===== src/hw/rtl/tpcq_pkg.sv =====
// Shared types and constants of the two-priority command queue.
package tpcq_pkg;

    // Input command codes
    localparam logic CMD_PUSH = 1'b0;
    localparam logic CMD_POP  = 1'b1;

    // Largest slot and byte-position index widths over the parameter range
    localparam int SLOT_W_MAX = 6;
    localparam int POS_W_MAX  = 6;
    localparam int LEN_OUT_W  = 6;
    localparam int TOTAL_W    = 5;

    // Job queue between front and back
    localparam int JOBQ_DEPTH = 4;
    localparam int JOBQ_PTR_W = 2;

    typedef enum logic [1:0] {
        KIND_PUSH_OK    = 2'd0,
        KIND_PUSH_FULL  = 2'd1,
        KIND_POP_DATA   = 2'd2,
        KIND_POP_EMPTY  = 2'd3
    } kind_t;

    // One unit of back-end work: a push result or a pop to stream
    typedef struct packed {
        kind_t                  kind;
        logic                   ring;
        logic [SLOT_W_MAX-1:0]  slot;
        logic [TOTAL_W-1:0]     total;
    } job_t;

    typedef struct packed {
        logic                   en;
        logic                   ring;
        logic [SLOT_W_MAX-1:0]  slot;
        logic [POS_W_MAX-1:0]   pos;
        logic [7:0]             data;
    } byte_wr_t;

    typedef struct packed {
        logic                   en;
        logic                   ring;
        logic [SLOT_W_MAX-1:0]  slot;
        logic [POS_W_MAX-1:0]   len;
    } len_wr_t;

    // One result item
    typedef struct packed {
        kind_t                  kind;
        logic [7:0]             data;
        logic                   byte_valid;
        logic                   ring;
        logic [LEN_OUT_W-1:0]   length;
        logic                   last;
        logic [TOTAL_W-1:0]     total;
    } res_t;

endpackage


===== src/hw/rtl/tpcq_job_fifo.sv =====
// Short job queue between the front and back ends.
module tpcq_job_fifo (
    input  logic            aclk,
    input  logic            aresetn,
    input  logic            wr_en,
    input  tpcq_pkg::job_t  wr_data,
    output logic            full,
    input  logic            rd_en,
    output logic            rd_valid,
    output tpcq_pkg::job_t  rd_data
);

    localparam int PTRW = tpcq_pkg::JOBQ_PTR_W;
    localparam int DEP  = tpcq_pkg::JOBQ_DEPTH;

    tpcq_pkg::job_t  entry_reg [0:DEP-1];
    logic [PTRW-1:0] wr_ptr_reg, rd_ptr_reg;
    logic [PTRW:0]   count_reg, count_next;

    assign full     = (count_reg == (PTRW+1)'(DEP));
    assign rd_valid = (count_reg != '0);
    assign rd_data  = entry_reg[rd_ptr_reg];

    always_comb begin
        count_next = count_reg;
        unique case ({wr_en, rd_en})
            2'b10:   count_next = count_reg + (PTRW+1)'(1);
            2'b01:   count_next = count_reg - (PTRW+1)'(1);
            default: count_next = count_reg;
        endcase
    end

    always_ff @(posedge aclk) begin
        if (!aresetn) begin
            wr_ptr_reg <= '0;
            rd_ptr_reg <= '0;
            count_reg  <= '0;
        end else begin
            if (wr_en) begin
                wr_ptr_reg <= wr_ptr_reg + PTRW'(1);
            end
            if (rd_en) begin
                rd_ptr_reg <= rd_ptr_reg + PTRW'(1);
            end
            count_reg <= count_next;
        end
    end

    always_ff @(posedge aclk) begin
        if (wr_en) begin
            entry_reg[wr_ptr_reg] <= wr_data;
        end
    end

endmodule


===== config.mk =====
export PLATFORM = sky130hd
export DESIGN_NAME = tpcq_job_fifo
export DESIGN_NICKNAME = d
export VERILOG_FILES = /design/src/hw/rtl/tpcq_pkg.sv /design/src/hw/rtl/tpcq_job_fifo.sv
export SDC_FILE = /design/constraint.sdc
export NUM_CORES = 1
export LEC_CHECK = 0
export BUFFER_PORTS_ARGS = -buffer_cell sky130_fd_sc_hd__buf_4
export CELL_PAD_IN_SITES_DETAIL_PLACEMENT = 1
export CELL_PAD_IN_SITES_GLOBAL_PLACEMENT = 1
export CORE_MARGIN = 2
export CORE_UTILIZATION = 40
export CTS_CLUSTER_SIZE = 10
export DETAILED_ROUTE_END_ITERATION = 12
export PLACE_DENSITY_LB_ADDON = 0.1
export RECOVER_POWER = 100
export REMOVE_ABC_BUFFERS = 1
export SLEW_MARGIN = 40
export SYNTH_ARGS = -nofsm -noshare
export SYNTH_HDL_FRONTEND = slang
export SYNTH_SLANG_ARGS = --single-unit

===== constraint.sdc =====
create_clock -name aclk -period 4.4 [get_ports aclk]
set_input_delay 1.32 -clock aclk [delete_from_list [all_inputs] [get_ports aclk]]
set_output_delay 1.32 -clock aclk [all_outputs]
set_load 0.005 [all_outputs]

Yosys cells after proc, flatten, opt, wreduce, memory -nomap -nowiden
Memories as Yosys holds them, arrays and structs flattened. A register that Yosys moved wholly into a read port is not among the register bits. Cells that the tools add are included. W data, S select, Z words.

Register bits after elaboration: 7. Bits in latches: 0. Bits in writable memories: 56. Bits in read-only memories: 0. Input bits: 18. Output and inout port bits: 16. Logic and storage cells: 18. Memories kept: 1.

Memory list: entry_reg (words 4, width 14, read ports 1, clocked after memory_dff 1, write ports 1, RTL line tpcq_job_fifo.sv:16) `tpcq_pkg::job_t entry_reg [0:DEP-1];`.

$add $sub $neg: 4. $mul: 0. Divide/modulo/power cells: 0. Order comparisons: 0. Equal/unequal tests: 3. Shift-type cells: 0. Mux-type cells: 5. Bitwise gates (word level): 0. Reductions and logical operators: 2.

Operators by type and width (count): $pmux W3 S2 (1); $add A2 B1 Y2 const B (2); $mux W2 (2); $add A3 B1 Y3 const B (1); $eq A3 B3 Y1 const B (1); $reduce_bool A3 Y1 (1); $sub A3 B1 Y3 const B (1); $eq A2 B1 Y1 const B (1); $eq A2 B2 Y1 const B (1); $mux W1 (2); $reduce_bool A2 Y1 (1).

Logic depth before layout (Yosys ltp)
Depth after elaboration: 3. Mapped depth: 7. Gate-level depth less buffers: 7.

Least setup slack after synthesis
OpenSTA, ideal clock, no wires.

Path type: input port to flip-flop. From: input port wr_en. To: register count_reg[2]. Setup time: 76 ps. Arrival time: 2510 ps. Data required time: 4324 ps. Path slack: 1815 ps. Stages: 7. Buffers on the path: 0. Path through: inv_1 -> ha_1 -> inv_1 -> fa_1 -> xor2_1 -> or3_1 -> a21boi_0.

Cells in the longest elaborated chain, start to end: 2. Elaborated cells between the ends (all ways): 4. Classes of those cells: eq/ne: 2; mux: 1; reduce/logical: 1.

RTL lines: from (decl) (RTL line tpcq_job_fifo.sv:5) `input logic wr_en,`; $eq A2 B1 Y1 / $eq A2 B2 Y1 (equally long branches) (RTL line tpcq_job_fifo.sv:26) `unique case ({wr_en, rd_en})`; $pmux W3 S2 / $reduce_bool A2 Y1 (equally long branches); to (signal assigned) (RTL line tpcq_job_fifo.sv:45) `count_reg <= count_next;`; to (decl) (RTL line tpcq_job_fifo.sv:18) `logic [PTRW:0] count_reg, count_next;`.

Parallel ways exist; a longest one is shown, timed or not. A chain may end at the register's enable or synchronous reset.

==> flow_metrics.py <==
metrics = {
    "floorplanning": {
        "coreArea_um2": 5991,
        "rows": 28,
        "initial_core_util_pct": 41.73,
        "ios": 34,
        "die_width_um": 83.06,
        "fp.dieH_um": 83.06,
        "fp.dieArea_um2": 6898,
    },
    "global_routing": {
        "grt_pass1_wl_um": 7127,
        "met3_usage_pct": 3.877,
        "grt_use_met2_pct": 24.71,
        "gr-usage-all-layers_pct": 14.23,
        "grt_max_degree": 15,
        "antenna_found_initial": 0,
        "grt_busiest_layer": "met2",
        "grt_pass1_vias": 1363,
        "met1_usage_pct": 15.68,
        "grt.overflow.total": 0,
    },
    "yosys": {
        "ys.flop_type": "edfxtp_1",
        "yosysUniqueCellTypes": 20,
        "synth.area.top_cells": "edfxtp_1 (67%), mux4_2 (9.0%), dfxtp_1 (7.2%), mux4_1 (4.2%), and2_1 (2.5%)",
        "netlist_instances": 119,
        "yosys-top-cells-count": "edfxtp_1 (56), and2_1 (10), mux4_2 (10)",
        "synth_edf_count": 56,
        "yosys.area.top_type": "edfxtp_1",
        "ys_async_sr_fraction_pct": 0,
        "synth_area_um2": 2500,
        "synth_top_area_share_pct": 67.27,
        "yosys_register_bits": 65,
        "yosysSeqAreaShare_pct": 74.47,
        "yosysWarnings": 0,
        "syn_area_per_cell_um2": 21.01,
        "synth.most_common_cell": "edfxtp_1",
    },
    "clocking": {
        "clk_path_buf_depth": 2,
        "cts_tree": "yes",
        "cts-root-buf": "clkbuf_8",
        "post_cts_buffers": 0,
        "post_cts_resized": 0,
        "h-tree-depth": 3,
        "clk_pin_slew_ns": 0.06,
        "cts.sinks": 65,
        "cts-buffers-inserted": 9,
        "ctsHoldBuffers": 0,
        "insertion_delay_ns": 0.33,
    },
    "setup_path": {
        "crit_cells": 2,
        "crit_path_cell_trace": "mux4_1 -> clkbuf_4",
        "critPathTopFamily": "flip-flops",
        "worstSetupPathType": "reg -> out",
        "required_ns": 3.08,
        "crit_path_start_kind": "flip-flop",
        "crit_arrival_ns": 2.12,
        "cp_slowest_cell": "dfxtp_1",
        "r2r_cells": 3,
        "cp.buffers_inverters": 1,
        "worstPathMaxFanout": 14,
        "end_kind": "output pin",
        "crit_path_max_incr_delay_ns": 0.97,
    },
    "detailed_routing": {
        "drc": 0,
        "post_drt_wl_per_cell_um": 17.98,
        "routed_wl_um": 4351,
        "via_per_inst": 4.959,
        "drt_pass1_iterations": 4,
        "postRouteAntennaNets": 0,
        "routed-via-count": 1200,
        "drtIter0Drc": 63,
    },
    "sta": {
        "holdWs_ns": 0.5021,
        "slew_headroom_pct": 27.88,
        "tns_ns": 0,
        "setup_viol": 0,
        "maxSlewViolCount": 0,
        "rsz0062_at_grt": "no",
        "fin_skew_ns": 0.005483,
        "tightest_slew_ns": 1.081,
        "finalCriticalPeriod_ns": 3.436,
        "max_freq_ghz": 0.2910,
        "finalCritPeriodShare_pct": 78.09,
        "final.setup.worst_slack_ns": 0.9640,
        "hold_violations": 0,
    },
    "layout": {
        "synthToLayoutAreaGrowth_pct": 16.42,
        "final_nets": 186,
        "utilization_pct": 48.58,
        "drive_gt1_share_pct": 22.16,
        "n_antenna_cell": 0,
        "largest_reg_flops": 56,
        "final_area_um2": 2910,
    },
    "power_and_ir_drop": {
        "p_per_area_nw_per_um2": 437.3,
        "leakage_nw": 0.9798,
        "switching_share_pct": 21.66,
        "internal_power_mw": 0.9970,
        "pwr-share-seq_pct": 57.2,
        "p_sw_mw": 0.2757,
        "comb_power_share_pct": 10.0,
        "max-vdd-ir-drop_uv": 199.1,
        "clkPwrFrac_pct": 32.8,
    },
    "job": {
        "maxCapViolations": 0,
    },
    "hold_path": {
        "hold_depth": 2,
        "hp-class": "reg -> reg",
    },
    "place": {
        "gp_congestion": 0.7060,
        "pre_cts_ws_ns": 1.569,
        "placed_cell_area_um2": 2806,
        "place_hpwl_um": 2776,
        "portBuffers": 33,
    },
    "outcome": {
        "status": "finished, final reports clean",
    },
}
==> worst register-to-register path, stage by stage (launching register included) <==
cell and delay (ns):
dfxtp_1 0.39, ha_1 0.17, and2_0 0.32, clkbuf_1 0.61
==> cells in the final DEF (no fill, tap or decap), drive strengths merged, types with 2 or more instances in the layout <==
| cell type | n |
|---|---|
| ha | 5 |
| xor2 | 3 |
| buf | 2 |
| xnor2 | 2 |
| edfxtp | 56 |
| clkbuf | 48 |
| inv | 6 |
| nand2 | 2 |
| and2 | 10 |
| or3 | 2 |
| o21ai | 2 |
| mux4 | 14 |
| dfxtp | 9 |
==> logic make-up after synthesis <==
logic type / Yosys count / synth area share (%)
xor gates and xnor gates: 5 / 1.752
AOI/OAI and AO/OA: 3 / 0.7008
buffers and inverters: 9 / 2.352
adders and majority gates: 6 / 3.303
and+or+nand+nor: 16 / 3.804
DFF: 65 / 74.47
muxes: 15 / 13.61
==> cell type report <==
type	count	area, µm²
fillers	567	3080
repair buffers	35	191.4
inverters	6	22.52
multi-input cells	45	579.3
clock inverters	1	5.005
flip-flops and latches	65	1862
clock buffers	15	156.4
well taps	75	93.84
==> per-stage QoR <==
stage / total power, mW / instances
finish: 1.273 / 242
global placement: 0.8720 / 224
CTS: 1.305 / 240
floorplan: 0.8031 / 116
global route: 1.332 / 242
detailed placement: 0.8841 / 224
==> routing by layer <==
layer  share of wire (%)  wire (µm)
met1                  41       1764
met2                  53       2321
met3                 4.2        183
met4                 1.8         80
met5                   0          0
==> final timing paths <==
path	to	slack (ns)	from
max	rd_data[9]	0.96	flip-flop
min	count_reg[2]$_SDFFE_PN0P_	0.50	count_reg[2]$_SDFFE_PN0P_
max reg2reg	entry_reg[3][7]$_DFFE_PP_	2.54	wr_ptr_reg[0]$_SDFFE_PN0P_
min reg2reg	count_reg[2]$_SDFFE_PN0P_	0.50	count_reg[2]$_SDFFE_PN0P_
==> power by group through the flow <==
stage               clock network, mW  logic (mW)  registers, mW
floorplan                           0      0.0703          0.733
detailed placement                  0       0.141          0.743
global placement                    0       0.133          0.739
CTS                             0.433       0.142          0.730
finish                          0.418       0.127          0.728
global route                    0.457       0.142          0.733
No activity file was read; power rests on OpenSTA's default activity.
