File: src/hw/rtl/tpcq_pkg.sv
// Shared types and constants of the two-priority command queue.
package tpcq_pkg;

    // Input command codes
    localparam logic CMD_PUSH = 1'b0;
    localparam logic CMD_POP  = 1'b1;

    // Largest slot and byte-position index widths over the parameter range
    localparam int SLOT_W_MAX = 6;
    localparam int POS_W_MAX  = 6;
    localparam int LEN_OUT_W  = 6;
    localparam int TOTAL_W    = 5;

    // Job queue between front and back
    localparam int JOBQ_DEPTH = 4;
    localparam int JOBQ_PTR_W = 2;

    typedef enum logic [1:0] {
        KIND_PUSH_OK    = 2'd0,
        KIND_PUSH_FULL  = 2'd1,
        KIND_POP_DATA   = 2'd2,
        KIND_POP_EMPTY  = 2'd3
    } kind_t;

    // One unit of back-end work: a push result or a pop to stream
    typedef struct packed {
        kind_t                  kind;
        logic                   ring;
        logic [SLOT_W_MAX-1:0]  slot;
        logic [TOTAL_W-1:0]     total;
    } job_t;

    typedef struct packed {
        logic                   en;
        logic                   ring;
        logic [SLOT_W_MAX-1:0]  slot;
        logic [POS_W_MAX-1:0]   pos;
        logic [7:0]             data;
    } byte_wr_t;

    typedef struct packed {
        logic                   en;
        logic                   ring;
        logic [SLOT_W_MAX-1:0]  slot;
        logic [POS_W_MAX-1:0]   len;
    } len_wr_t;

    // One result item
    typedef struct packed {
        kind_t                  kind;
        logic [7:0]             data;
        logic                   byte_valid;
        logic                   ring;
        logic [LEN_OUT_W-1:0]   length;
        logic                   last;
        logic [TOTAL_W-1:0]     total;
    } res_t;

endpackage

File: src/hw/rtl/tpcq_front.sv
// Front end: accepts commands, tracks ring pointers and push state, issues jobs.
module tpcq_front #(
    parameter int QUEUE_DEPTH = 8,
    parameter int ENTRY_BYTES = 64
) (
    input  logic                aclk,
    input  logic                aresetn,
    input  logic                in_valid,
    output logic                in_ready,
    input  logic                in_cmd,
    input  logic                in_prio,
    input  logic [7:0]          in_byte,
    input  logic                in_present,
    input  logic                in_last,
    input  logic                fifo_full,
    output logic                job_valid,
    output tpcq_pkg::job_t      job,
    input  logic                pop_done,
    output tpcq_pkg::byte_wr_t  byte_wr,
    output tpcq_pkg::len_wr_t   len_wr
);

    localparam int SW  = $clog2(QUEUE_DEPTH);
    localparam int PW  = $clog2(ENTRY_BYTES);
    localparam int CW  = $clog2(QUEUE_DEPTH + 1);
    localparam int SWM = tpcq_pkg::SLOT_W_MAX;
    localparam int PWM = tpcq_pkg::POS_W_MAX;
    localparam int TW  = tpcq_pkg::TOTAL_W;
    localparam logic [CW-1:0] DEPTH_C   = CW'(QUEUE_DEPTH);
    localparam logic [SW-1:0] LAST_SLOT = SW'(QUEUE_DEPTH - 1);
    localparam logic [PW-1:0] POS_LIMIT = PW'(ENTRY_BYTES - 1);

    logic [SW-1:0] hi_rd_reg, hi_rd_next, hi_wr_reg, hi_wr_next;
    logic [SW-1:0] lo_rd_reg, lo_rd_next, lo_wr_reg, lo_wr_next;
    logic [CW-1:0] hi_cnt_reg, hi_cnt_next, lo_cnt_reg, lo_cnt_next;
    logic          push_active_reg, push_active_next;
    logic          push_ring_reg, push_ring_next;
    logic          push_drop_reg, push_drop_next;
    logic [PW-1:0] push_pos_reg, push_pos_next;
    logic          pop_pend_reg, pop_pend_next;

    logic          accept;
    logic          sel_ring, sel_drop, store;
    logic [CW-1:0] sel_cnt;
    logic [SW-1:0] sel_wr;
    logic [PW-1:0] sel_pos, pos_after;
    logic [CW:0]   total_now;

    assign in_ready = !fifo_full && !pop_pend_reg;
    assign accept   = in_valid && in_ready;

    always_comb begin
        total_now = {1'b0, hi_cnt_reg} + {1'b0, lo_cnt_reg};
        sel_ring  = push_active_reg ? push_ring_reg : in_prio;
        sel_cnt   = sel_ring ? hi_cnt_reg : lo_cnt_reg;
        sel_drop  = push_active_reg ? push_drop_reg : (sel_cnt >= DEPTH_C);
        sel_pos   = push_active_reg ? push_pos_reg : '0;
        sel_wr    = sel_ring ? hi_wr_reg : lo_wr_reg;
        store     = in_present && !sel_drop && (sel_pos < POS_LIMIT);
        pos_after = store ? sel_pos + PW'(1) : sel_pos;

        hi_rd_next       = hi_rd_reg;
        hi_wr_next       = hi_wr_reg;
        hi_cnt_next      = hi_cnt_reg;
        lo_rd_next       = lo_rd_reg;
        lo_wr_next       = lo_wr_reg;
        lo_cnt_next      = lo_cnt_reg;
        push_active_next = push_active_reg;
        push_ring_next   = push_ring_reg;
        push_drop_next   = push_drop_reg;
        push_pos_next    = push_pos_reg;
        pop_pend_next    = pop_pend_reg;
        job_valid        = 1'b0;
        job              = '0;
        byte_wr          = '0;
        len_wr           = '0;

        if (accept && in_cmd == tpcq_pkg::CMD_PUSH) begin
            byte_wr.en   = store;
            byte_wr.ring = sel_ring;
            byte_wr.slot = SWM'(sel_wr);
            byte_wr.pos  = PWM'(sel_pos);
            byte_wr.data = in_byte;
            if (in_last) begin
                push_active_next = 1'b0;
                push_drop_next   = 1'b0;
                push_pos_next    = '0;
                job_valid        = 1'b1;
                if (sel_drop) begin
                    job.kind  = tpcq_pkg::KIND_PUSH_FULL;
                    job.total = TW'(total_now);
                end else begin
                    len_wr.en   = 1'b1;
                    len_wr.ring = sel_ring;
                    len_wr.slot = SWM'(sel_wr);
                    len_wr.len  = PWM'(pos_after);
                    if (sel_ring) begin
                        hi_wr_next  = (hi_wr_reg == LAST_SLOT) ? '0 : hi_wr_reg + SW'(1);
                        hi_cnt_next = hi_cnt_reg + CW'(1);
                    end else begin
                        lo_wr_next  = (lo_wr_reg == LAST_SLOT) ? '0 : lo_wr_reg + SW'(1);
                        lo_cnt_next = lo_cnt_reg + CW'(1);
                    end
                    job.kind  = tpcq_pkg::KIND_PUSH_OK;
                    job.total = TW'(total_now + (CW+1)'(1));
                end
            end else begin
                // hold the latched ring and drop decision for the rest of the command
                push_active_next = 1'b1;
                push_ring_next   = sel_ring;
                push_drop_next   = sel_drop;
                push_pos_next    = pos_after;
            end
        end else if (accept) begin
            pop_pend_next = 1'b1;
            job_valid     = 1'b1;
            priority if (hi_cnt_reg != '0) begin
                job.kind    = tpcq_pkg::KIND_POP_DATA;
                job.ring    = 1'b1;
                job.slot    = SWM'(hi_rd_reg);
                job.total   = TW'(total_now - (CW+1)'(1));
                hi_rd_next  = (hi_rd_reg == LAST_SLOT) ? '0 : hi_rd_reg + SW'(1);
                hi_cnt_next = hi_cnt_reg - CW'(1);
            end else if (lo_cnt_reg != '0) begin
                job.kind    = tpcq_pkg::KIND_POP_DATA;
                job.ring    = 1'b0;
                job.slot    = SWM'(lo_rd_reg);
                job.total   = TW'(total_now - (CW+1)'(1));
                lo_rd_next  = (lo_rd_reg == LAST_SLOT) ? '0 : lo_rd_reg + SW'(1);
                lo_cnt_next = lo_cnt_reg - CW'(1);
            end else begin
                job.kind  = tpcq_pkg::KIND_POP_EMPTY;
                job.total = TW'(total_now);
            end
        end else if (pop_done) begin
            pop_pend_next = 1'b0;
        end
    end

    always_ff @(posedge aclk) begin
        if (!aresetn) begin
            hi_rd_reg       <= '0;
            hi_wr_reg       <= '0;
            hi_cnt_reg      <= '0;
            lo_rd_reg       <= '0;
            lo_wr_reg       <= '0;
            lo_cnt_reg      <= '0;
            push_active_reg <= 1'b0;
            push_ring_reg   <= 1'b0;
            push_drop_reg   <= 1'b0;
            push_pos_reg    <= '0;
            pop_pend_reg    <= 1'b0;
        end else begin
            hi_rd_reg       <= hi_rd_next;
            hi_wr_reg       <= hi_wr_next;
            hi_cnt_reg      <= hi_cnt_next;
            lo_rd_reg       <= lo_rd_next;
            lo_wr_reg       <= lo_wr_next;
            lo_cnt_reg      <= lo_cnt_next;
            push_active_reg <= push_active_next;
            push_ring_reg   <= push_ring_next;
            push_drop_reg   <= push_drop_next;
            push_pos_reg    <= push_pos_next;
            pop_pend_reg    <= pop_pend_next;
        end
    end

endmodule

File: config.mk
export PLATFORM = sky130hd
export DESIGN_NAME = tpcq_front
export DESIGN_NICKNAME = d
export VERILOG_FILES = /design/src/hw/rtl/tpcq_pkg.sv /design/src/hw/rtl/tpcq_front.sv
export SDC_FILE = /design/constraint.sdc
export NUM_CORES = 1
export LEC_CHECK = 0
export BUFFER_PORTS_ARGS = -buffer_cell sky130_fd_sc_hd__buf_4
export CAP_MARGIN = 25
export CORE_UTILIZATION = 47
export DETAILED_ROUTE_END_ITERATION = 16
export PLACE_DENSITY_LB_ADDON = 0.08
export SKIP_CTS_REPAIR_TIMING = 1
export SLEW_MARGIN = 15
export SYNTH_ARGS = -nofsm -noshare
export SYNTH_HDL_FRONTEND = slang
export SYNTH_SLANG_ARGS = --single-unit
File: constraint.sdc
create_clock -name aclk -period 2.6 [get_ports aclk]
set_input_delay 0.39 -clock aclk [delete_from_list [all_inputs] [get_ports aclk]]
set_output_delay 0.39 -clock aclk [all_outputs]
set_load 0.1 [all_outputs]
### Word level (Yosys, flattened, before mapping)

Index checks and enable logic that the tools add are counted.

| storage, ports and cells | value |
|---|---|
| flip-flop bits (word level) | 30 |
| bits of input ports | 17 |
| output and inout port bits | 52 |
| logic and storage cells | 109 |

| operators by class | value |
|---|---|
| add/subtract/negate cells | 12 |
| $lt $le $gt $ge | 2 |
| equality and inequality tests | 9 |
| multiplexer cells | 47 |
| bitwise operators | 6 |
| reductions and logical operators | 22 |

Operators by type and width:

| operator | number |
|---|---|
| 14-bit 2-to-1 mux | 4 |
| 4-bit 2-to-1 mux | 14 |
| 22-bit 2-to-1 mux | 1 |
| 5-bit 2-to-1 mux | 4 |
| 3-bit 2-to-1 mux | 6 |
| 6-bit 2-to-1 mux | 3 |
| 13-bit 2-to-1 mux | 1 |
| 3-bit by 1-bit adder with 3-bit output (second input constant) | 4 |
| 3-bit equality test (second input constant) | 4 |
| 1-bit 2-to-1 mux | 12 |
| 4-bit AND reduction | 3 |
| 2-bit != test (second input constant) | 5 |
| 4-bit by 1-bit adder with 4-bit output (second input constant) | 2 |
| 2-bit nonzero test | 4 |
| 4-bit nonzero test | 2 |
| 4-bit by 1-bit subtractor with 4-bit output (second input constant) | 2 |
| 7-bit 2-to-1 mux | 1 |
| 6-bit by 1-bit adder with 6-bit output (second input constant) | 1 |
| 6-bit < comparator (second input constant) | 1 |
| 1-bit inverter | 6 |
| 6-bit AND reduction | 1 |
| 4-bit by 4-bit adder with 5-bit output | 1 |
| 5-bit by 1-bit adder with 5-bit output (second input constant) | 1 |
| 1-bit logical AND | 5 |
| other kinds (7) | 10 |

### Logic depth before layout (Yosys ltp)

Gate-level depths: netlist of the first run.

| logic depth | value |
|---|---|
| word-level depth | 11 |
| mapped depth | 10 |
| depth with buffers taken out | 9 |

### Worst setup path after synthesis of the first run

Ideal clock, no wire load.

| path | value |
|---|---|
| path type | input -> output |
| start | input fifo_full |
| end | output job[0] (netlist bit) |
| arrival time | 4.943 ns |
| data required time | 2.210 ns |
| setup slack | -2.733 ns |
| stages on the path | 5 |
| path through | nor2_1 nand3_2 o22ai_1 nand2_1 o21ai_0 |

RTL lines:

| item | line | RTL |
|---|---|---|
| start: declaration | tpcq_front.sv:15 | `input logic fifo_full,` |
| end: declaration | tpcq_front.sv:17 | `output tpcq_pkg::job_t job,` |

==> results of run 1 <==
## Yosys cell counts (3+ instances only)
| library cell | count |
|---|---|
| fa_1 | 3 |
| a21o_1 | 5 |
| nand3_1 | 4 |
| o211ai_1 | 3 |
| nor3_1 | 7 |
| xor2_1 | 7 |
| nand2b_1 | 3 |
| mux2i_1 | 8 |
| and2_1 | 11 |
| a211oi_1 | 3 |
| dfxtp_1 | 30 |
| clkbuf_1 | 7 |
| nor2_1 | 35 |
| ha_1 | 19 |
| inv_1 | 8 |
| o21ai_0 | 16 |
| nand4_1 | 3 |
| xnor2_1 | 7 |
| a21oi_1 | 23 |
| nand2_1 | 28 |
| buf_4 | 9 |
| a32o_1 | 6 |
| nand3b_1 | 4 |
## power groups by stage
stage | Combinational [mW] | Sequential, mW | Clock [mW]
6_report | 0.577 | 0.486 | 0.388
5_1_grt | 0.610 | 0.488 | 0.414
4_1_cts | 0.530 | 0.485 | 0.398
3_5_place_dp | 0.527 | 0.496 | 0
3_3_place_gp | 0.522 | 0.495 | 0
2_1_floorplan | 0.420 | 0.494 | 0
## metal layers
metal	wire, um	global-route usage, %	vias to the layer above
li1	-	-	1196
met4	62	5.882	0
met2	3118	39.77	42
met5	0	0	-
met3	209	4.282	7
met1	2776	28.97	1153
## stage by stage
stage / setup TNS (ns) / cell area [um^2]
2_1_floorplan: -2.937 / 2755
3_3_place_gp: 0 / 3309
3_5_place_dp: 0 / 3309
4_1_cts: -1.718 / 3401
5_1_grt: -0.9549 / 3590
6_report: -0.3400 / 3590
## kinds of logic (layout without fill, tap and decap cells)
group	after synthesis	after routing	share of synthesized area, %
AND/OR/NAND/NOR	110	110	24.46
multiplexers	11	11	5.294
XOR/XNOR	14	14	5.188
other	1	9	0.1587
flip-flops	30	30	25.41
buffers and inverters	27	99	5.823
adder cells (fa/ha/maj)	22	22	12.60
AO/OA/AOI/OAI	76	76	21.07
## layout make-up
type / count / area (um^2) / share of cell area [%]
multi-input combinational: 242 / 2036 / 56.71
timing repair buffer: 81 / 700.7 / 19.52
sequential: 30 / 610.6 / 17.01
clock buffer: 7 / 86.33 / 2.405
tap: 67 / 83.83 / 2.335
inverter: 10 / 67.56 / 1.882
clock inverter: 1 / 5.005 / 0.1394
## how the worst max path moves through the flow
stage | cells past startpoint | slack, ns | endpoint | from
after floorplan | 6 | -0.84 | job[4] | lo_cnt_reg[0]
after global placement | 7 | 0.04 | job[3] | lo_cnt_reg[0]
after detailed placement | 7 | 0.02 | job[3] | lo_cnt_reg[0]
after CTS | 7 | -0.30 | job[3] | lo_cnt_reg[0]
after global routing | 6 | -0.29 | job[4] | hi_cnt_reg[2]
final | 6 | -0.16 | job[4] | hi_cnt_reg[2]
## worst max-delay path, delay by kind of cell, from the launching register on
kind                     cells  cell delay (ns)
AO/OA/AOI/OAI                3             0.55
XOR/XNOR                     1             0.52
adder cells (fa/ha/maj)      1             0.41
flip-flops                   1             0.36
buffers and inverters        1             0.26
==> qor.yml, run 1 <==
status:
  status: "finished with violations"
  violations: "setup timing"
sta:
  slew_headroom_pct: 58.75
  min_period_ns: 2.764
  finalHoldViolCount: 0
  finalCritPeriodShare_pct: 106.3
  setup_violations: 4
  rsz0062_at_grt: "true"
  worst_pin_slew_ns: 0.6143
  finalWorstSetupSlack_ns: -0.1642
  maxSlewViolCount: 0
  timing.fmax_ghz: 0.3618
  skew_ns: 0.005923
  hold_ws_ns: 0.3572
layout:
  largest_reg_flops: 6
  n_antenna_cell: 0
  fill_cells: 384
  final_cell_mix: "69 x buf_4, 27 x nand2_1, 24 x dfxtp_1"
  drive_gt1_share_pct: 42.05
  num-nets-final: 409
  utilization_pct: 75.01
  area_growth_pct: 51.88
  fin_cells: 438
  final_common_cell: "buf_4"
job:
  max_cap_viol_count: 0
floorplanning:
  die_height_um: 72.92
  fp.coreArea_um2: 4786
  die_x_um: 72.92
  top_level_ports: 69
  die_area_um2: 5317
  initial_core_util_pct: 49.39
  rows: 25
placed_design:
  portBuffers: 59
  hpwl_mm: 4.673
  dpl_worst_slack_ns: 0.01721
  gp_congestion: 0.8183
  dp_cells: 426
worst_setup_path:
  r2r_start: "pop_pend_reg"
  critPathMaxFanout: 5
  slowest_delay_ns: 0.52
  path_class: "flip-flop to primary output"
  r2r-end: "lo_cnt_reg[3]"
  critPathLaunchType: "flip-flop"
  worstRegToRegCells: 8
  reg2reg_slack_ns: 0.20
  cp.required_ns: 2.21
  critPathCaptureType: "primary output"
  arrival_ns: 2.37
  critical-path-slowest-cell: "xnor2_1"
  crit_chain: "ha_1 -> a21oi_1 -> xnor2_1 -> a41oi_2 -> o211ai_1 -> buf_6"
pwr:
  p_int_mw: 0.8746
  p_total_mw: 1.452
  power.leakage_nw: 1.473
  combPwrFrac_pct: 39.8
  p_sw_share_pct: 39.76
  power_frac_seq_pct: 33.5
  peakVddDrop_v: 0.0004171
  switchingPower_mw: 0.5772
  p_per_area_nw_per_um2: 404.4
  clkPwrFrac_pct: 26.7
min_path:
  min_delay_path_depth: 2
  worst_hold_path.endpoint: "push_active_reg"
  min_path_type: "input port to flip-flop"
  hold_start: "in_last"
route:
  num_vias: 2398
  drc_errors: 0
  ant_nets: 0
  first_pass_iters: 4
  wl_mm: 6.166
  drt-initial-drc-count: 123
  wire_per_inst_um: 14.08
  via_per_inst: 5.475
synth:
  netlist.area_leader.share_pct: 25.41
  syn_area_per_cell_um2: 8.122
  async_reset_ff_share_pct: 0
  postSynthCellCount: 291
  ys_seq_area_share_pct: 25.41
  synth-seq-cells: 30
  synth_edf_count: 0
  synth.area.top_cells: "dfxtp_1 25%, ha_1 10%, nor2_1 5.6%"
  syn_area_um2: 2364
  synth_cell_types: 57
  ys.warnings.count: 0
  ys.flop_type: "dfxtp_1"
  yosys.area.top_type: "dfxtp_1"
grt:
  grt_start_max_net_pins: 21
  antenna_found_initial: 0
  track_usage_pct: 22.84
  overflow: 0
  grt_pass1_vias: 2064
  grt_pass1_wl_mm: 9.390
cts:
  cts_tree: "yes"
  numCtsBuffers: 5
  root_buffer: "clkbuf_8"
  clockBufferDepth: 2
  clk_latency_ns: 0.28
  htreeDepth: 2
  cts.sinks: 30
  clk_pin_slew_worst_paths_ns: 0.07
Note: power is estimated with default switching activity, not from simulation.
==> run 2, diff against run 1 <==
- CELL_PAD_IN_SITES_DETAIL_PLACEMENT: default -> 1
- CELL_PAD_IN_SITES_GLOBAL_PLACEMENT: default -> 2
- CORE_UTILIZATION: 47 -> 27
==> qor.yml, run 2 (synthesized netlist as in run 1, its figures left out) <==
worst_setup_path:
  critical_path_buf_inv_count: 1
  crit_top_cell: "ha_4"
  critical-path-slowest-cell: "fa_2"
  worstRegToRegCells: 8
  crit_cells: 7
  path_class: "flip-flop to primary output"
  slowest_delay_ns: 0.61
  critical_path.top_delay_family: "adder cells"
  critPathLaunchType: "flip-flop"
  critPathCaptureType: "primary output"
  critPathMaxFanout: 5
  arrival_ns: 2.37
  cp.required_ns: 2.21
  crit_chain: "ha_4 -> fa_2 -> ha_4 -> and3_4 -> a41oi_2 -> o211ai_1 -> buf_6"
min_path:
  min_delay_path_depth: 3
  min_path_type: "input port to flip-flop"
sta:
  maxSlewViolCount: 0
  finalCritPeriodShare_pct: 106.0
  finalWorstSetupSlack_ns: -0.1565
  slew_headroom_pct: 65.86
  setup_violations: 4
  finalHoldViolCount: 0
  timing.fmax_ghz: 0.3628
  hold_ws_ns: 0.3648
  min_period_ns: 2.756
  rsz0062_at_grt: "true"
  skew_ns: 0.006386
  worst_pin_slew_ns: 0.4978
route:
  ant_nets: 0
  first_pass_iters: 4
  drt-initial-drc-count: 86
  num_vias: 2438
  wl_mm: 7.244
  drc_errors: 0
  wire_per_inst_um: 14.97
  via_per_inst: 5.037
layout:
  num-nets-final: 417
  n_antenna_cell: 0
  final_common_cell: "buf_4"
  area_growth_pct: 58.07
  drive_gt1_share_pct: 43.80
  design_area_um2: 3736
  largest_reg_flops: 6
  final_cell_mix: "74 x buf_4, 25 x nand2_1, 24 x dfxtp_1"
floorplanning:
  fp.coreArea_um2: 8341
  top_level_ports: 69
  die_x_um: 95.56
  die_area_um2: 9132
  die_height_um: 95.56
  initial_core_util_pct: 28.34
  rows: 33
pwr:
  peakVddDrop_v: 0.0002959
  p_per_area_nw_per_um2: 401.7
  power.leakage_nw: 1.525
  p_total_mw: 1.501
cts:
  clk_pin_slew_worst_paths_ns: 0.07
  clockBufferDepth: 2
  cts_tree: "yes"
  numCtsBuffers: 5
  root_buffer: "clkbuf_8"
  cts.sinks: 30
  clk_latency_ns: 0.28
  htreeDepth: 2
placed_design:
  portBuffers: 59
  hpwl_mm: 5.653
  gp_congestion: 0.7623
  place_area_um2: 3382
status:
  violations: "setup timing"
  status: "finished with violations"
grt:
  track_usage_pct: 16.73
  grt_pass1_vias: 2431
  grt_pass1_wl_mm: 11.82
  grt_start_max_net_pins: 21
  overflow: 0
  antenna_found_initial: 0
job:
  max_cap_viol_count: 0
## run 2: through the flow
step                TNS, ns  instances  utilization (%)  setup slack [ns]
finish              -0.2236        484            44.79           -0.1565
global route        -0.7242        484            44.79           -0.2488
CTS                  -1.901        477            41.64           -0.3188
detailed placement        0        469            40.55           0.01043
global placement          0        469            40.55           0.01951
floorplan            -2.937        299                -           -0.8356
## run 2: worst reg2reg max path: stages (launching register included)
cell and delay (ns):
dfxtp_2 0.35, nor4b_4 0.31, bufinv_8 0.28, ha_1 0.29
a21o_1 0.18, a21oi_1 0.15, mux2_2 0.36, or3_1 0.30
a21oi_1 0.12
## run 2: report_power, final
part	total, mW	switching, mW	internal, mW	leakage (nW)
logic	0.613	0.404	0.209	1.23
registers	0.485	0.0138	0.471	0.245
clock network	0.403	0.190	0.214	0.0482
## run 2: path summary, 6_finish.rpt
check / start / to / slack [ns]
max reg2reg: pop_pend_reg / lo_cnt_reg[3] / 0.21
min reg2reg: push_pos_reg[5] / push_pos_reg[5] / 0.48
min: pop_done / pop_pend_reg / 0.36
max: hi_cnt_reg[0] / job[4] / -0.16
## run 2: layer usage
layer	part of all wire (%)	vias up	wire, um	GRT usage (%)
met5	0	-	0	0
li1	-	1208	-	-
met3	5.0	7	364	3.270
met2	48	59	3461	28.69
met4	1.1	0	81	4.478
met1	46	1164	3337	21.27
## run 2: layout make-up
| cell class | instances | area (um^2) |
|---|---|---|
| Timing Repair Buffer | 89 | 768.2 |
| Tap cell | 105 | 131.4 |
| Multi-Input combinational cell | 242 | 2069 |
| Fill cell | 971 | 4604 |
| Clock inverter | 1 | 5.005 |
| Sequential cell | 30 | 608.1 |
| Inverter | 10 | 67.56 |
| Clock buffer | 7 | 86.33 |
==> run 3, diff against run 2 <==
- CORE_MARGIN: default -> 1
- SKIP_LAST_GASP: default -> 1
==> qor.yml, run 3 (synthesized netlist as in run 1, its figures left out) <==
status:
  status: "finished with violations"
  violations: "setup timing"
sta:
  rsz0062_at_grt: "true"
  finalCritPeriodShare_pct: 105.5
  setup_violations: 2
  slew_headroom_pct: 65.86
  finalWorstSetupSlack_ns: -0.1437
  tns_ns: -0.2074
  worst_pin_slew_ns: 0.4979
  timing.fmax_ghz: 0.3645
  skew_ns: 0.007485
  finalHoldViolCount: 0
  min_period_ns: 2.744
  hold_ws_ns: 0.3653
  maxSlewViolCount: 0
worst_setup_path:
  worstRegToRegCells: 8
  critPathLaunchType: "flip-flop"
  reg2reg_slack_ns: 0.20
  critical_path_buf_inv_count: 1
  r2r_start: "pop_pend_reg"
  crit_chain: "ha_4 -> fa_2 -> ha_4 -> and3_4 -> a41oi_2 -> o211ai_1 -> buf_6"
  critPathCaptureType: "primary output"
  critPathMaxFanout: 5
  critical-path-slowest-cell: "fa_2"
  r2r-end: "lo_cnt_reg[3]"
  crit_top_cell: "ha_4"
  path_class: "flip-flop to primary output"
  critical_path.top_delay_family: "adder cells"
  arrival_ns: 2.35
  slowest_delay_ns: 0.61
  cp.required_ns: 2.21
cts:
  clk_pin_slew_worst_paths_ns: 0.07
  cts.sinks: 30
  numCtsBuffers: 5
  root_buffer: "clkbuf_8"
  clockBufferDepth: 2
  htreeDepth: 2
  cts_tree: "yes"
  clk_latency_ns: 0.29
grt:
  grt_start_max_net_pins: 21
  track_usage_pct: 16.73
  antenna_found_initial: 0
  grt_pass1_vias: 2431
  overflow: 0
  grt_pass1_wl_mm: 11.82
placed_design:
  hpwl_mm: 5.653
  dp_cells: 469
  portBuffers: 59
  gp_congestion: 0.7623
  place_area_um2: 3382
  dpl_worst_slack_ns: 0.01043
layout:
  area_growth_pct: 58.02
  utilization_pct: 44.78
  ff_latch_area_um2: 606.8
  multi_input_area_um2: 2069
  num-nets-final: 417
  drive_gt1_share_pct: 43.54
  fill_cells: 972
  n_antenna_cell: 0
  final_cell_mix: "74 x buf_4, 25 x nand2_1, 25 x dfxtp_1"
  fin_cells: 484
  design_area_um2: 3735
  final_common_cell: "buf_4"
  largest_reg_flops: 6
route:
  wl_mm: 7.266
  drc_errors: 0
  wire_per_inst_um: 15.01
  num_vias: 2429
  via_per_inst: 5.019
  first_pass_iters: 4
  drt-initial-drc-count: 86
  ant_nets: 0
floorplanning:
  die_height_um: 95.56
  die_x_um: 95.56
  die_area_um2: 9132
  top_level_ports: 69
  rows: 33
  fp.coreArea_um2: 8341
  initial_core_util_pct: 28.34
job:
  max_cap_viol_count: 0
pwr:
  p_per_area_nw_per_um2: 402.4
  peakVddDrop_v: 0.0002959
  p_total_mw: 1.503
  power.leakage_nw: 1.525
min_path:
  min_delay_path_depth: 3
  hold_start: "pop_done"
  min_path_type: "input port to flip-flop"
  worst_hold_path.endpoint: "pop_pend_reg"
run 3: worst register-to-register path: stages (launching register included):
cell and delay (ns):
dfxtp_2 0.35, nor4b_4 0.31, bufinv_8 0.28, ha_1 0.29, a21o_1 0.18, a21oi_1 0.15
mux2_2 0.36, or3_1 0.30, a21oi_1 0.12
run 3: worst max path at each step:
stage / start / endpoint / slack [ns] / depth (start not counted)
floorplan: lo_cnt_reg[0] / job[4] / -0.84 / 6
global placement: lo_cnt_reg[0] / job[3] / 0.02 / 8
detailed placement: lo_cnt_reg[0] / job[3] / 0.01 / 8
CTS: lo_cnt_reg[0] / job[3] / -0.32 / 8
global route: hi_cnt_reg[0] / job[4] / -0.25 / 7
finish: hi_cnt_reg[0] / job[4] / -0.14 / 7
run 3: layout make-up:
cell class	count	share of cell area (%)
Multi-Input combinational cell	242	55.41
Clock buffer	7	2.312
Clock inverter	1	0.1340
Timing Repair Buffer	89	20.57
Inverter	10	1.809
Tap cell	105	3.518
Sequential cell	30	16.25
run 3: metal layers:
metal / track usage (%) / part of all wire [%] / vias up
met1: 21.27 / 46 / 1154
met5: 0 / 0 / -
met3: 3.270 / 5.1 / 7
met2: 28.69 / 48 / 62
met4: 4.478 / 1.1 / 0
li1: - / - / 1206
run 3: report_power, final:
part | switching [mW] | total [mW] | internal [mW]
clock | 0.192 | 0.405 | 0.214
sequential | 0.0138 | 0.485 | 0.471
combinational | 0.404 | 0.613 | 0.209
total | 0.609 | 1.50 | 0.894
